===== src/hw/rtl/nbdpa_pkg.sv =====
// ----------------------------------------------------------------------------
// nbdpa_pkg
// shared types, widths and helper functions for the pair accumulator
// ----------------------------------------------------------------------------
package nbdpa_pkg;

    localparam int SUM_W  = 64;
    localparam int WIDE_W = 128;
    localparam int WGT_W  = 32;

    typedef enum logic [3:0] {
        S_IDLE,
        S_SQ_GO,
        S_SQ_WAIT,
        S_SQRT_GO,
        S_SQRT_WAIT,
        S_POT_GO,
        S_POT_WAIT,
        S_AX_MUL_GO,
        S_AX_MUL_WAIT,
        S_AX_DIV_GO,
        S_AX_DIV_WAIT,
        S_EMIT
    } state_t;

    localparam logic [SUM_W-1:0] SUM_MIN = {1'b1, {(SUM_W-1){1'b0}}};
    localparam logic [SUM_W-1:0] SUM_MAX = {1'b0, {(SUM_W-1){1'b1}}};

    // wide magnitude plus sign to a clamped signed 64-bit pattern
    function automatic logic [SUM_W-1:0] signed_term(input logic [WIDE_W-1:0] mag,
                                                     input logic neg);
        logic [SUM_W-1:0] m;
        logic [SUM_W-1:0] r;
        m = (mag[WIDE_W-1:SUM_W] != '0 || mag[SUM_W-1:0] > SUM_MIN) ? SUM_MIN
                                                                    : mag[SUM_W-1:0];
        if (neg)
        begin
            r = '0 - m;
        end
        else
        begin
            r = (m >= SUM_MIN) ? SUM_MAX : m;
        end
        return r;
    endfunction

    // signed 64-bit add that clamps on overflow
    function automatic logic [SUM_W-1:0] sat_add(input logic [SUM_W-1:0] a,
                                                 input logic [SUM_W-1:0] b);
        logic [SUM_W-1:0] r;
        r = a + b;
        if (a[SUM_W-1] == b[SUM_W-1] && a[SUM_W-1] != r[SUM_W-1])
        begin
            r = a[SUM_W-1] ? SUM_MIN : SUM_MAX;
        end
        return r;
    endfunction

endpackage


===== src/hw/rtl/nbdpa_pair_if.sv =====
// ----------------------------------------------------------------------------
// nbdpa_pair_if
// input channel: target point, one source point and its weight
// ----------------------------------------------------------------------------
interface nbdpa_pair_if #(
    parameter int COORD_WIDTH = 32
);
    logic                          valid;
    logic                          ready;
    logic signed [COORD_WIDTH-1:0] target_x;
    logic signed [COORD_WIDTH-1:0] target_y;
    logic signed [COORD_WIDTH-1:0] target_z;
    logic signed [COORD_WIDTH-1:0] source_x;
    logic signed [COORD_WIDTH-1:0] source_y;
    logic signed [COORD_WIDTH-1:0] source_z;
    logic [nbdpa_pkg::WGT_W-1:0]   source_weight;
    logic                          last_source;

    modport source (output valid, target_x, target_y, target_z, source_x, source_y,
                    source_z, source_weight, last_source, input ready);
    modport sink (input valid, target_x, target_y, target_z, source_x, source_y,
                  source_z, source_weight, last_source, output ready);
endinterface


===== src/hw/rtl/nbdpa_sum_if.sv =====
// ----------------------------------------------------------------------------
// nbdpa_sum_if
// result channel: potential and acceleration sums
// ----------------------------------------------------------------------------
interface nbdpa_sum_if;
    logic                               valid;
    logic                               ready;
    logic signed [nbdpa_pkg::SUM_W-1:0] potential;
    logic signed [nbdpa_pkg::SUM_W-1:0] accel_x;
    logic signed [nbdpa_pkg::SUM_W-1:0] accel_y;
    logic signed [nbdpa_pkg::SUM_W-1:0] accel_z;

    modport source (output valid, potential, accel_x, accel_y, accel_z, input ready);
    modport sink (input valid, potential, accel_x, accel_y, accel_z, output ready);
endinterface


===== src/hw/rtl/nbody_direct_pair_accumulator_top.sv =====
// ----------------------------------------------------------------------------
// nbody_direct_pair_accumulator_top
// direct particle pair interaction, accumulated per target point
// ----------------------------------------------------------------------------
// Each input beat carries a target point, one source point and its weight.
// The block forms d = source - target and r = sqrt(|d|^2), then adds w/r to
// the potential sum and d*w/r^3 to the three acceleration sums (signed Q32.32,
// saturating). A pair with r = 0 adds nothing. On a beat with last_source set
// the beat is accumulated first, then the four sums go out as one result beat
// and are cleared. One beat is worked on at a time and the input is not ready
// meanwhile; the result sits in an output register, so the next beat can be
// taken while a result waits. The work for a beat is ten 128-step divisions
// on the shared divider (one for the potential, three per axis for w/r^3),
// three squarings and three weight products on the shift-add multiplier,
// which stops once the remaining multiplier bits are zero, and a 64-step
// square root. A coincident pair stops after the square root, as the
// squarings of zero finish at once.
// ----------------------------------------------------------------------------
module nbody_direct_pair_accumulator_top #(
    parameter int COORD_WIDTH = 32
) (
    input  logic        clk,
    input  logic        rst_n,
    nbdpa_pair_if.sink  pair,
    nbdpa_sum_if.source result
);
    localparam int DW = COORD_WIDTH + 1;

    nbdpa_pkg::state_t state_reg, state_next;

    // per-pair working registers
    logic signed [DW-1:0]                d_reg [0:2];
    logic signed [DW-1:0]                d_next [0:2];
    logic [nbdpa_pkg::WGT_W-1:0]         w_reg, w_next;
    logic                                last_reg, last_next;
    logic [nbdpa_pkg::WIDE_W-1:0]        r2_reg, r2_next;
    logic [63:0]                         s_reg, s_next;
    logic [nbdpa_pkg::WIDE_W-1:0]        x_reg, x_next;
    logic [1:0]                          axis_reg, axis_next;
    logic [1:0]                          round_reg, round_next;

    // running sums
    logic [nbdpa_pkg::SUM_W-1:0]         pot_reg, pot_next;
    logic [nbdpa_pkg::SUM_W-1:0]         acc_reg [0:2];
    logic [nbdpa_pkg::SUM_W-1:0]         acc_next [0:2];

    // result register
    logic                                out_valid_reg, out_valid_next;
    logic [nbdpa_pkg::SUM_W-1:0]         out_pot_reg, out_pot_next;
    logic [nbdpa_pkg::SUM_W-1:0]         out_acc_reg [0:2];
    logic [nbdpa_pkg::SUM_W-1:0]         out_acc_next [0:2];

    // shared unit handshakes
    logic                                mul_start, mul_done;
    logic [63:0]                         mul_a, mul_b;
    logic [nbdpa_pkg::WIDE_W-1:0]        mul_addend, mul_prod;
    logic                                sqrt_start, sqrt_done;
    logic [63:0]                         sqrt_root;
    logic                                div_start, div_done;
    logic [nbdpa_pkg::WIDE_W-1:0]        div_num, div_quo;

    // current axis: sign and magnitude of d
    logic signed [DW-1:0]                d_cur;
    logic                                d_neg;
    logic [DW-1:0]                       d_mag;
    logic [63:0]                         d_mag64;

    assign d_cur   = d_reg[axis_reg];
    assign d_neg   = d_cur[DW-1];
    assign d_mag   = d_neg ? DW'(-d_cur) : DW'(d_cur);
    assign d_mag64 = {{(64-DW){1'b0}}, d_mag};

    assign pair.ready = (state_reg == nbdpa_pkg::S_IDLE);

    nbdpa_mul u_mul (
        .clk    (clk),
        .rst_n  (rst_n),
        .start  (mul_start),
        .a      (mul_a),
        .b      (mul_b),
        .addend (mul_addend),
        .done   (mul_done),
        .prod   (mul_prod)
    );

    nbdpa_isqrt u_isqrt (
        .clk      (clk),
        .rst_n    (rst_n),
        .start    (sqrt_start),
        .radicand (r2_reg << 30),
        .done     (sqrt_done),
        .root     (sqrt_root)
    );

    nbdpa_div u_div (
        .clk      (clk),
        .rst_n    (rst_n),
        .start    (div_start),
        .dividend (div_num),
        .divisor  (s_reg),
        .done     (div_done),
        .quotient (div_quo)
    );

    always_comb
    begin
        state_next     = state_reg;
        d_next         = d_reg;
        w_next         = w_reg;
        last_next      = last_reg;
        r2_next        = r2_reg;
        s_next         = s_reg;
        x_next         = x_reg;
        axis_next      = axis_reg;
        round_next     = round_reg;
        pot_next       = pot_reg;
        acc_next       = acc_reg;
        out_pot_next   = out_pot_reg;
        out_acc_next   = out_acc_reg;
        out_valid_next = out_valid_reg;
        mul_start      = 1'b0;
        mul_a          = d_mag64;
        mul_b          = d_mag64;
        mul_addend     = r2_reg;
        sqrt_start     = 1'b0;
        div_start      = 1'b0;
        div_num        = x_reg << 31;

        if (result.ready)
        begin
            out_valid_next = 1'b0;
        end

        case (state_reg)
            nbdpa_pkg::S_IDLE:
            begin
                if (pair.valid)
                begin
                    // sign-extend by one bit so the difference cannot wrap
                    d_next[0]  = $signed({pair.source_x[COORD_WIDTH-1], pair.source_x})
                               - $signed({pair.target_x[COORD_WIDTH-1], pair.target_x});
                    d_next[1]  = $signed({pair.source_y[COORD_WIDTH-1], pair.source_y})
                               - $signed({pair.target_y[COORD_WIDTH-1], pair.target_y});
                    d_next[2]  = $signed({pair.source_z[COORD_WIDTH-1], pair.source_z})
                               - $signed({pair.target_z[COORD_WIDTH-1], pair.target_z});
                    w_next     = pair.source_weight;
                    last_next  = pair.last_source;
                    r2_next    = '0;
                    axis_next  = 2'd0;
                    state_next = nbdpa_pkg::S_SQ_GO;
                end
            end
            nbdpa_pkg::S_SQ_GO:
            begin
                // r2 += |d|^2 for the current axis
                mul_start  = 1'b1;
                state_next = nbdpa_pkg::S_SQ_WAIT;
            end
            nbdpa_pkg::S_SQ_WAIT:
            begin
                if (mul_done)
                begin
                    r2_next = mul_prod;
                    if (axis_reg == 2'd2)
                    begin
                        axis_next  = 2'd0;
                        state_next = nbdpa_pkg::S_SQRT_GO;
                    end
                    else
                    begin
                        axis_next  = axis_reg + 2'd1;
                        state_next = nbdpa_pkg::S_SQ_GO;
                    end
                end
            end
            nbdpa_pkg::S_SQRT_GO:
            begin
                // root of r2 in Q.32 scaled by 2^30 gives r in Q.31
                sqrt_start = 1'b1;
                state_next = nbdpa_pkg::S_SQRT_WAIT;
            end
            nbdpa_pkg::S_SQRT_WAIT:
            begin
                if (sqrt_done)
                begin
                    s_next = sqrt_root;
                    // coincident points add nothing
                    state_next = (sqrt_root == '0) ? nbdpa_pkg::S_EMIT
                                                   : nbdpa_pkg::S_POT_GO;
                end
            end
            nbdpa_pkg::S_POT_GO:
            begin
                div_start  = 1'b1;
                div_num    = {49'b0, w_reg, 47'b0};
                state_next = nbdpa_pkg::S_POT_WAIT;
            end
            nbdpa_pkg::S_POT_WAIT:
            begin
                if (div_done)
                begin
                    pot_next   = nbdpa_pkg::sat_add(pot_reg,
                                                    nbdpa_pkg::signed_term(div_quo, 1'b0));
                    state_next = nbdpa_pkg::S_AX_MUL_GO;
                end
            end
            nbdpa_pkg::S_AX_MUL_GO:
            begin
                // x = |d| * w, weight bits drive the iteration
                mul_start  = 1'b1;
                mul_b      = {32'b0, w_reg};
                mul_addend = '0;
                state_next = nbdpa_pkg::S_AX_MUL_WAIT;
            end
            nbdpa_pkg::S_AX_MUL_WAIT:
            begin
                if (mul_done)
                begin
                    x_next     = mul_prod;
                    round_next = 2'd0;
                    state_next = nbdpa_pkg::S_AX_DIV_GO;
                end
            end
            nbdpa_pkg::S_AX_DIV_GO:
            begin
                // x = (x << 31) / s, three times for 1/r^3
                div_start  = 1'b1;
                state_next = nbdpa_pkg::S_AX_DIV_WAIT;
            end
            nbdpa_pkg::S_AX_DIV_WAIT:
            begin
                if (div_done)
                begin
                    x_next = div_quo;
                    if (round_reg == 2'd2)
                    begin
                        acc_next[axis_reg] = nbdpa_pkg::sat_add(acc_reg[axis_reg],
                            nbdpa_pkg::signed_term(div_quo, d_neg));
                        if (axis_reg == 2'd2)
                        begin
                            state_next = nbdpa_pkg::S_EMIT;
                        end
                        else
                        begin
                            axis_next  = axis_reg + 2'd1;
                            state_next = nbdpa_pkg::S_AX_MUL_GO;
                        end
                    end
                    else
                    begin
                        round_next = round_reg + 2'd1;
                        state_next = nbdpa_pkg::S_AX_DIV_GO;
                    end
                end
            end
            nbdpa_pkg::S_EMIT:
            begin
                if (!last_reg)
                begin
                    state_next = nbdpa_pkg::S_IDLE;
                end
                else if (!out_valid_reg || result.ready)
                begin
                    // hand the sums to the result register and start over
                    out_valid_next = 1'b1;
                    out_pot_next   = pot_reg;
                    out_acc_next   = acc_reg;
                    pot_next       = '0;
                    acc_next[0]    = '0;
                    acc_next[1]    = '0;
                    acc_next[2]    = '0;
                    state_next     = nbdpa_pkg::S_IDLE;
                end
            end
            default:
            begin
                state_next = nbdpa_pkg::S_IDLE;
            end
        endcase
    end

    always_ff @(posedge clk or negedge rst_n)
    begin
        if (!rst_n)
        begin
            state_reg     <= nbdpa_pkg::S_IDLE;
            out_valid_reg <= 1'b0;
            pot_reg       <= '0;
            acc_reg[0]    <= '0;
            acc_reg[1]    <= '0;
            acc_reg[2]    <= '0;
            axis_reg      <= 2'd0;
            round_reg     <= 2'd0;
        end
        else
        begin
            state_reg     <= state_next;
            out_valid_reg <= out_valid_next;
            pot_reg       <= pot_next;
            acc_reg       <= acc_next;
            axis_reg      <= axis_next;
            round_reg     <= round_next;
        end
    end

    always_ff @(posedge clk)
    begin
        d_reg       <= d_next;
        w_reg       <= w_next;
        last_reg    <= last_next;
        r2_reg      <= r2_next;
        s_reg       <= s_next;
        x_reg       <= x_next;
        out_pot_reg <= out_pot_next;
        out_acc_reg <= out_acc_next;
    end

    assign result.valid     = out_valid_reg;
    assign result.potential = out_pot_reg;
    assign result.accel_x   = out_acc_reg[0];
    assign result.accel_y   = out_acc_reg[1];
    assign result.accel_z   = out_acc_reg[2];
endmodule


===== src/hw/rtl/nbdpa_mul.sv =====
// ----------------------------------------------------------------------------
// nbdpa_mul
// shift-add multiplier with addend, one multiplier bit per cycle
// ----------------------------------------------------------------------------
module nbdpa_mul (
    input  logic                          clk,
    input  logic                          rst_n,
    input  logic                          start,
    input  logic [63:0]                   a,
    input  logic [63:0]                   b,
    input  logic [nbdpa_pkg::WIDE_W-1:0]  addend,
    output logic                          done,
    output logic [nbdpa_pkg::WIDE_W-1:0]  prod
);
    logic [nbdpa_pkg::WIDE_W-1:0] acc_reg, acc_next;
    logic [nbdpa_pkg::WIDE_W-1:0] a_reg, a_next;
    logic [63:0]                  b_reg, b_next;
    logic                         run_reg, run_next;
    logic                         done_reg, done_next;

    always_comb
    begin
        acc_next  = acc_reg;
        a_next    = a_reg;
        b_next    = b_reg;
        run_next  = run_reg;
        done_next = 1'b0;
        if (start)
        begin
            acc_next = addend;
            a_next   = {64'b0, a};
            b_next   = b;
            run_next = 1'b1;
        end
        else if (run_reg)
        begin
            if (b_reg == '0)
            begin
                run_next  = 1'b0;
                done_next = 1'b1;
            end
            else
            begin
                if (b_reg[0])
                begin
                    acc_next = acc_reg + a_reg;
                end
                a_next = a_reg << 1;
                b_next = b_reg >> 1;
            end
        end
    end

    always_ff @(posedge clk or negedge rst_n)
    begin
        if (!rst_n)
        begin
            run_reg  <= 1'b0;
            done_reg <= 1'b0;
        end
        else
        begin
            run_reg  <= run_next;
            done_reg <= done_next;
        end
    end

    always_ff @(posedge clk)
    begin
        acc_reg <= acc_next;
        a_reg   <= a_next;
        b_reg   <= b_next;
    end

    assign done = done_reg;
    assign prod = acc_reg;
endmodule


===== src/hw/rtl/nbdpa_isqrt.sv =====
// ----------------------------------------------------------------------------
// nbdpa_isqrt
// digit-by-digit integer square root of a 128-bit value, two bits per cycle
// ----------------------------------------------------------------------------
module nbdpa_isqrt (
    input  logic                          clk,
    input  logic                          rst_n,
    input  logic                          start,
    input  logic [nbdpa_pkg::WIDE_W-1:0]  radicand,
    output logic                          done,
    output logic [63:0]                   root
);
    logic [nbdpa_pkg::WIDE_W-1:0] n_reg, n_next;
    logic [65:0]                  rem_reg, rem_next;
    logic [63:0]                  root_reg, root_next;
    logic [5:0]                   cnt_reg, cnt_next;
    logic                         run_reg, run_next;
    logic                         done_reg, done_next;
    logic [67:0]                  rem_sh;
    logic [67:0]                  trial;

    always_comb
    begin
        n_next    = n_reg;
        rem_next  = rem_reg;
        root_next = root_reg;
        cnt_next  = cnt_reg;
        run_next  = run_reg;
        done_next = 1'b0;
        rem_sh    = {rem_reg, n_reg[nbdpa_pkg::WIDE_W-1 -: 2]};
        trial     = {2'b00, root_reg, 2'b01};
        if (start)
        begin
            n_next    = radicand;
            rem_next  = '0;
            root_next = '0;
            cnt_next  = '1;
            run_next  = 1'b1;
        end
        else if (run_reg)
        begin
            if (rem_sh >= trial)
            begin
                rem_next  = 66'(rem_sh - trial);
                root_next = {root_reg[62:0], 1'b1};
            end
            else
            begin
                rem_next  = rem_sh[65:0];
                root_next = {root_reg[62:0], 1'b0};
            end
            n_next   = n_reg << 2;
            cnt_next = cnt_reg - 6'd1;
            if (cnt_reg == '0)
            begin
                run_next  = 1'b0;
                done_next = 1'b1;
            end
        end
    end

    always_ff @(posedge clk or negedge rst_n)
    begin
        if (!rst_n)
        begin
            run_reg  <= 1'b0;
            done_reg <= 1'b0;
        end
        else
        begin
            run_reg  <= run_next;
            done_reg <= done_next;
        end
    end

    always_ff @(posedge clk)
    begin
        n_reg    <= n_next;
        rem_reg  <= rem_next;
        root_reg <= root_next;
        cnt_reg  <= cnt_next;
    end

    assign done = done_reg;
    assign root = root_reg;
endmodule


===== src/hw/rtl/nbdpa_div.sv =====
// ----------------------------------------------------------------------------
// nbdpa_div
// restoring divider, 128-bit dividend by 64-bit divisor, one bit per cycle
// ----------------------------------------------------------------------------
module nbdpa_div (
    input  logic                          clk,
    input  logic                          rst_n,
    input  logic                          start,
    input  logic [nbdpa_pkg::WIDE_W-1:0]  dividend,
    input  logic [63:0]                   divisor,
    output logic                          done,
    output logic [nbdpa_pkg::WIDE_W-1:0]  quotient
);
    // dividend shifts out at the top while quotient bits enter at the bottom
    logic [nbdpa_pkg::WIDE_W-1:0] nq_reg, nq_next;
    logic [63:0]                  rem_reg, rem_next;
    logic [63:0]                  d_reg, d_next;
    logic [6:0]                   cnt_reg, cnt_next;
    logic                         run_reg, run_next;
    logic                         done_reg, done_next;
    logic [64:0]                  rem_sh;
    logic                         qbit;

    always_comb
    begin
        nq_next   = nq_reg;
        rem_next  = rem_reg;
        d_next    = d_reg;
        cnt_next  = cnt_reg;
        run_next  = run_reg;
        done_next = 1'b0;
        rem_sh    = {rem_reg, nq_reg[nbdpa_pkg::WIDE_W-1]};
        qbit      = (rem_sh >= {1'b0, d_reg});
        if (start)
        begin
            nq_next  = dividend;
            rem_next = '0;
            d_next   = divisor;
            cnt_next = '1;
            run_next = 1'b1;
        end
        else if (run_reg)
        begin
            rem_next = qbit ? 64'(rem_sh - {1'b0, d_reg}) : rem_sh[63:0];
            nq_next  = {nq_reg[nbdpa_pkg::WIDE_W-2:0], qbit};
            cnt_next = cnt_reg - 7'd1;
            if (cnt_reg == '0)
            begin
                run_next  = 1'b0;
                done_next = 1'b1;
            end
        end
    end

    always_ff @(posedge clk or negedge rst_n)
    begin
        if (!rst_n)
        begin
            run_reg  <= 1'b0;
            done_reg <= 1'b0;
        end
        else
        begin
            run_reg  <= run_next;
            done_reg <= done_next;
        end
    end

    always_ff @(posedge clk)
    begin
        nq_reg  <= nq_next;
        rem_reg <= rem_next;
        d_reg   <= d_next;
        cnt_reg <= cnt_next;
    end

    assign done     = done_reg;
    assign quotient = nq_reg;
endmodule


===== src/flat_wrapper.sv =====
// flat-port wrapper written by rule: the top's interface ports become plain ports
module nbody_direct_pair_accumulator_top_flat 
#(
    parameter int COORD_WIDTH = 32
)
  (clk, rst_n, pair_valid, pair_target_x, pair_target_y, pair_target_z, pair_source_x, pair_source_y, pair_source_z, pair_source_weight, pair_last_source, pair_ready, result_valid, result_potential, result_accel_x, result_accel_y, result_accel_z, result_ready);
  nbdpa_pair_if #(.COORD_WIDTH(COORD_WIDTH)) pair_i ();
  nbdpa_sum_if result_i ();
  input  logic clk;
  input  logic rst_n;
  input wire logic [$bits(pair_i.valid)-1:0] pair_valid;
  input wire logic [$bits(pair_i.target_x)-1:0] pair_target_x;
  input wire logic [$bits(pair_i.target_y)-1:0] pair_target_y;
  input wire logic [$bits(pair_i.target_z)-1:0] pair_target_z;
  input wire logic [$bits(pair_i.source_x)-1:0] pair_source_x;
  input wire logic [$bits(pair_i.source_y)-1:0] pair_source_y;
  input wire logic [$bits(pair_i.source_z)-1:0] pair_source_z;
  input wire logic [$bits(pair_i.source_weight)-1:0] pair_source_weight;
  input wire logic [$bits(pair_i.last_source)-1:0] pair_last_source;
  output wire logic [$bits(pair_i.ready)-1:0] pair_ready;
  output wire logic [$bits(result_i.valid)-1:0] result_valid;
  output wire logic [$bits(result_i.potential)-1:0] result_potential;
  output wire logic [$bits(result_i.accel_x)-1:0] result_accel_x;
  output wire logic [$bits(result_i.accel_y)-1:0] result_accel_y;
  output wire logic [$bits(result_i.accel_z)-1:0] result_accel_z;
  input wire logic [$bits(result_i.ready)-1:0] result_ready;
  assign pair_i.valid = pair_valid;
  assign pair_i.target_x = pair_target_x;
  assign pair_i.target_y = pair_target_y;
  assign pair_i.target_z = pair_target_z;
  assign pair_i.source_x = pair_source_x;
  assign pair_i.source_y = pair_source_y;
  assign pair_i.source_z = pair_source_z;
  assign pair_i.source_weight = pair_source_weight;
  assign pair_i.last_source = pair_last_source;
  assign pair_ready = pair_i.ready;
  assign result_valid = result_i.valid;
  assign result_potential = result_i.potential;
  assign result_accel_x = result_i.accel_x;
  assign result_accel_y = result_i.accel_y;
  assign result_accel_z = result_i.accel_z;
  assign result_i.ready = result_ready;
  nbody_direct_pair_accumulator_top #(.COORD_WIDTH(COORD_WIDTH)) u_core (.clk(clk), .rst_n(rst_n), .pair(pair_i), .result(result_i));
endmodule

===== config.mk =====
export PLATFORM = sky130hd
export DESIGN_NAME = nbody_direct_pair_accumulator_top_flat
export DESIGN_NICKNAME = d
export VERILOG_FILES = /design/src/hw/rtl/nbdpa_pkg.sv /design/src/hw/rtl/nbdpa_pair_if.sv /design/src/hw/rtl/nbdpa_sum_if.sv /design/src/hw/rtl/nbody_direct_pair_accumulator_top.sv /design/src/hw/rtl/nbdpa_mul.sv /design/src/hw/rtl/nbdpa_isqrt.sv /design/src/hw/rtl/nbdpa_div.sv /design/src/flat_wrapper.sv
export SDC_FILE = /design/constraint.sdc
export NUM_CORES = 2
export LEC_CHECK = 0
export BUFFER_PORTS_ARGS = -buffer_cell sky130_fd_sc_hd__buf_2
export CAP_MARGIN = 30
export CORE_ASPECT_RATIO = 1.1
export CORE_MARGIN = 5
export CORE_UTILIZATION = 55
export DETAILED_ROUTE_END_ITERATION = 6
export PLACE_DENSITY = 0.82
export REMOVE_ABC_BUFFERS = 1
export SLEW_MARGIN = 10
export SYNTH_ARGS = -nofsm -noshare
export SYNTH_HDL_FRONTEND = slang
export SYNTH_SLANG_ARGS = --single-unit

===== constraint.sdc =====
create_clock -name clk -period 21.3 [get_ports clk]
set_clock_uncertainty 0.2 [all_clocks]
set_input_delay 2.13 -clock clk [delete_from_list [all_inputs] [get_ports clk]]
set_output_delay 2.13 -clock clk [all_outputs]
set_load 0.005 [all_outputs]

==> run_summary.xml <==
<?xml version="1.0" encoding="UTF-8"?>
<metrics>
  <group name="status">
    <metric name="status" unit="">finished, violations left</metric>
    <metric name="violations" unit="">design-rule violations</metric>
  </group>
  <group name="routing">
    <metric name="drc" unit="">1</metric>
    <metric name="post_drt_via_cell_ratio" unit="">6.33</metric>
    <metric name="route.vias.total" unit="">76799</metric>
    <metric name="post_drt_wl_per_cell" unit="um">24.8</metric>
    <metric name="detail-route-antenna-nets" unit="">0</metric>
    <metric name="drt_pre_antenna_iters" unit="">7</metric>
    <metric name="wl" unit="mm">301</metric>
    <metric name="drt_iter0_markers" unit="">9564</metric>
  </group>
  <group name="yosys">
    <metric name="synth_seq_area_share" unit="%">49.5</metric>
    <metric name="ys_seq_elements" unit="">1644</metric>
    <metric name="synth_top_cells_by_area" unit="">sky130_fd_sc_hd__edfxtp_1 36%, sky130_fd_sc_hd__dfrtp_1 7.4%, sky130_fd_sc_hd__nand2_1 6.5%</metric>
    <metric name="synthDominantCellAreaShare" unit="%">36.1</metric>
    <metric name="synth_flop_cell" unit="">sky130_fd_sc_hd__edfxtp_1</metric>
    <metric name="async_flop_share" unit="%">16.5</metric>
    <metric name="synth.most_common_cell" unit="">sky130_fd_sc_hd__nand2_1</metric>
    <metric name="synth.top_cells.by_count" unit="">1578 x sky130_fd_sc_hd__nand2_1, 1101 x sky130_fd_sc_hd__edfxtp_1, 800 x sky130_fd_sc_hd__o21ai_0</metric>
    <metric name="avgSynthCellArea" unit="um2">9.60</metric>
    <metric name="synth.distinct_cells" unit="">90</metric>
    <metric name="synthesis.area" unit="um2">91500</metric>
    <metric name="synth_edf_count" unit="">1101</metric>
    <metric name="post_synth_inst_count" unit="">9531</metric>
    <metric name="yosysTopAreaCell" unit="">sky130_fd_sc_hd__edfxtp_1</metric>
    <metric name="yosys_warning_count" unit="">0</metric>
  </group>
  <group name="sta">
    <metric name="post-route-period-util" unit="%">48.1</metric>
    <metric name="setup_viol" unit="">0</metric>
    <metric name="finalCriticalPeriod" unit="ns">10.24</metric>
    <metric name="timing_hold_violations_final" unit="">0</metric>
    <metric name="final.setup.worst_slack" unit="ns">11.06</metric>
    <metric name="peak_clock_frequency_supported_by_timing" unit="GHz">0.0977</metric>
    <metric name="tightest_slew" unit="ns">1.10</metric>
    <metric name="worst_slew_margin_rel" unit="%">26.9</metric>
    <metric name="slew_viol_final" unit="">0</metric>
    <metric name="totalNegativeSetupSlack" unit="ns">0</metric>
    <metric name="rsz0062_at_grt" unit="">false</metric>
  </group>
  <group name="min_path">
    <metric name="worst_hold_path.num_cells" unit="">0</metric>
    <metric name="worst_hold_check_path_type" unit="">flop to flop</metric>
  </group>
  <group name="final_layout">
    <metric name="fraction_of_layout_instances_using_a_drive_strength_above_1" unit="%">9.94</metric>
    <metric name="syn2layout_area_growth" unit="%">10.8</metric>
    <metric name="max_ffs_per_register" unit="">192</metric>
    <metric name="area.sequential" unit="um2">45300</metric>
    <metric name="multiInputGateArea" unit="um2">43100</metric>
    <metric name="n_fill_cell" unit="">13538</metric>
    <metric name="final-instance-count-excl-fill" unit="">12127</metric>
    <metric name="nets" unit="">10454</metric>
  </group>
  <group name="setup_path">
    <metric name="setup.worst_path.start" unit="">u_core.u_div.quotient[40]</metric>
    <metric name="critical_path.endpoint" unit="">u_core.acc_reg[19]</metric>
    <metric name="worst-path-max-fanout" unit="">36</metric>
    <metric name="path_common_cell" unit="">sky130_fd_sc_hd__nand2_1</metric>
    <metric name="worst_path_max_delay_cell" unit="">sky130_fd_sc_hd__o31ai_1</metric>
    <metric name="ff2ff_setup_slack" unit="ns">11.06</metric>
    <metric name="critPathLaunchType" unit="">flop</metric>
    <metric name="launching_point_of_the_worst_reg2reg_path" unit="">u_core.u_div.quotient[40]</metric>
    <metric name="worst-endpoint-arrival" unit="ns">10.72</metric>
    <metric name="worst_ep_required_time" unit="ns">21.79</metric>
    <metric name="timing.setup.critical_path_class" unit="">flop to flop</metric>
    <metric name="reg2reg_depth" unit="">28</metric>
    <metric name="crit_path_max_incr_delay" unit="ns">0.80</metric>
    <metric name="worst_setup_path_end_kind" unit="">flop</metric>
    <metric name="rr_endpoint" unit="">u_core.acc_reg[19]</metric>
  </group>
  <group name="placed_design">
    <metric name="dpl.hpwl" unit="mm">220</metric>
    <metric name="preCtsSetupSlack" unit="ns">10.89</metric>
    <metric name="place.gp.congestion" unit="">1.00</metric>
    <metric name="placement.io_buffers" unit="">486</metric>
    <metric name="place.detailed.instances" unit="">11813</metric>
  </group>
  <group name="cts">
    <metric name="cts.sink_count" unit="">1644</metric>
    <metric name="tritoncts.num_buffers" unit="">161</metric>
    <metric name="clock_tree.buffer_depth" unit="">3</metric>
    <metric name="h-tree-depth" unit="">4</metric>
    <metric name="clock_transition_time_at_the_flip_flop_clock_pins_of_the_worst_setup_and_hold_paths" unit="ns">0.06</metric>
    <metric name="cts_hold_repair.buffers" unit="">0</metric>
    <metric name="cts_tree" unit="">built</metric>
    <metric name="post_cts_resize_count" unit="">0</metric>
    <metric name="clk_root_buffer_cell" unit="">sky130_fd_sc_hd__clkbuf_16</metric>
    <metric name="clock_latency" unit="ns">0.83</metric>
    <metric name="post_cts.repair.setup_buffers" unit="">0</metric>
  </group>
  <group name="global_route">
    <metric name="grt_util_all_layers" unit="%">33.2</metric>
    <metric name="largest_net_degree_at_the_start_of_global_routing" unit="">198</metric>
    <metric name="number_of_antenna_violations_at_the_first_check_in_global_routing" unit="">15</metric>
    <metric name="first_global_vias" unit="">72417</metric>
    <metric name="grt_pass1_wl" unit="mm">446</metric>
    <metric name="grt-ovfl-total" unit="">0</metric>
  </group>
  <group name="job">
    <metric name="cap_viol_max_count" unit="">0</metric>
  </group>
  <group name="floorplan">
    <metric name="row_count" unit="">157</metric>
    <metric name="die-height" unit="um">438</metric>
    <metric name="initial_core_util" unit="%">55.1</metric>
    <metric name="horizontal_die_dimension" unit="um">399</metric>
    <metric name="fp.dieArea" unit="um2">175000</metric>
    <metric name="coreArea" unit="um2">166000</metric>
    <metric name="ioPinCount" unit="">487</metric>
  </group>
  <group name="power">
    <metric name="p_switching" unit="mW">8.09</metric>
    <metric name="comb_power_share" unit="%">51.5</metric>
    <metric name="cellInternalPower" unit="mW">9.55</metric>
    <metric name="seqPwrFrac" unit="%">31.9</metric>
    <metric name="power_density" unit="nW/um2">174</metric>
    <metric name="power_leakage" unit="nW">43.7</metric>
    <metric name="power.share.clock" unit="%">16.6</metric>
    <metric name="netSwitchingFraction" unit="%">45.9</metric>
    <metric name="irDropWorstVdd" unit="uV">129</metric>
  </group>
</metrics>
-- power by group through the flow --
| stage | Clock, mW | Sequential (mW) | Combinational [mW] |
|---|---|---|---|
| 2_1_floorplan | 0 | 5.31 | 6.31 |
| 3_3_place_gp | 0 | 5.56 | 8.68 |
| 3_5_place_dp | 0 | 5.62 | 8.84 |
| 4_1_cts | 2.96 | 5.57 | 8.91 |
| 5_1_grt | 3.09 | 5.68 | 9.84 |
| 6_report | 2.94 | 5.62 | 9.09 |
-- logic make-up (layout without fill, tap and decap cells) --
kind of cell,after synthesis,in the layout,share of synthesized area [%]
other,0,5,0
xor gates and xnor gates,433,433,4.14
and+or+nand+nor,3130,3130,15.2
AOI/OAI and AO/OA,2689,2689,18.1
adders and majority gates,468,468,6.45
DFF,1644,1644,49.5
buffers and inverters,907,1272,3.74
muxes,260,260,2.85
-- cell type report --
type	count	share of cell area [%]
Clock inverter	86	0.938
Timing Repair Buffer	581	3.28
Antenna cell	5	0.0123
Multi-Input combinational cell	6980	42.5
Tap cell	2226	2.75
Sequential cell	1644	44.7
Clock buffer	216	4.38
Inverter	389	1.45
-- how the worst min path moves through the flow --
stage / startpoint / endpoint / slack [ns]
2_1_floorplan: u_core.s_reg[0] / u_core.u_div.d_reg[0] / 0.20
3_3_place_gp: u_core.s_reg[57] / u_core.u_div.d_reg[57] / 0.20
3_5_place_dp: u_core.s_reg[25] / u_core.u_div.d_reg[25] / 0.20
4_1_cts: u_core.s_reg[57] / u_core.u_div.d_reg[57] / 0.22
5_1_grt: u_core.s_reg[8] / u_core.u_div.d_reg[8] / 0.23
6_report: u_core.s_reg[57] / u_core.u_div.d_reg[57] / 0.22
-- cells in the final DEF (no fill, tap or decap), types with 104 or more instances in the layout --
master	n
sky130_fd_sc_hd__nand2_1	1574
sky130_fd_sc_hd__edfxtp_1	1101
sky130_fd_sc_hd__o21ai_0	798
sky130_fd_sc_hd__a21oi_1	755
sky130_fd_sc_hd__nor2_1	598
sky130_fd_sc_hd__buf_2	487
sky130_fd_sc_hd__ha_1	461
sky130_fd_sc_hd__inv_1	384
sky130_fd_sc_hd__xnor2_1	274
sky130_fd_sc_hd__dfxtp_1	272
sky130_fd_sc_hd__dfrtp_1	266
sky130_fd_sc_hd__mux2i_1	254
sky130_fd_sc_hd__a21o_1	242
sky130_fd_sc_hd__clkbuf_16	167
sky130_fd_sc_hd__xor2_1	159
sky130_fd_sc_hd__and3_1	132
sky130_fd_sc_hd__nand4_1	129
sky130_fd_sc_hd__a211oi_1	120
sky130_fd_sc_hd__nor3_1	118
sky130_fd_sc_hd__nand3_1	116
sky130_fd_sc_hd__a22o_1	104
-- metrics by stage --
stage | util, % | total power, mW | cell area [um2] | hold WS, ns
after floorplan | - | 11.6 | 89600 | 0.200
after global placement | 57.7 | 14.2 | 95700 | 0.202
after detailed placement | 57.7 | 14.5 | 95900 | 0.205
after CTS | 61.0 | 17.4 | 101000 | 0.215
after global routing | 61.1 | 18.6 | 101000 | 0.226
final | 61.1 | 17.6 | 101000 | 0.217
-- per-layer routing --
layer / vias to the layer above / share of wire, % / global-route usage (%)
met5: - / 0.026 / 0.0837
met4: 12 / 6.9 / 19.5
met3: 763 / 10 / 6.88
met2: 4338 / 45 / 51.7
met1: 36771 / 38 / 43.1
li1: 34915 / - / -
-- critical path: cells and delay by family, from the launching register on --
kind | cells | cell delay [ns]
simple gates | 12 | 4.09
compound gates | 11 | 3.53
buf+inv | 3 | 1.09
fa+ha+maj | 2 | 0.59
flops | 1 | 0.56
Note: power is estimated with default switching activity, not from simulation.
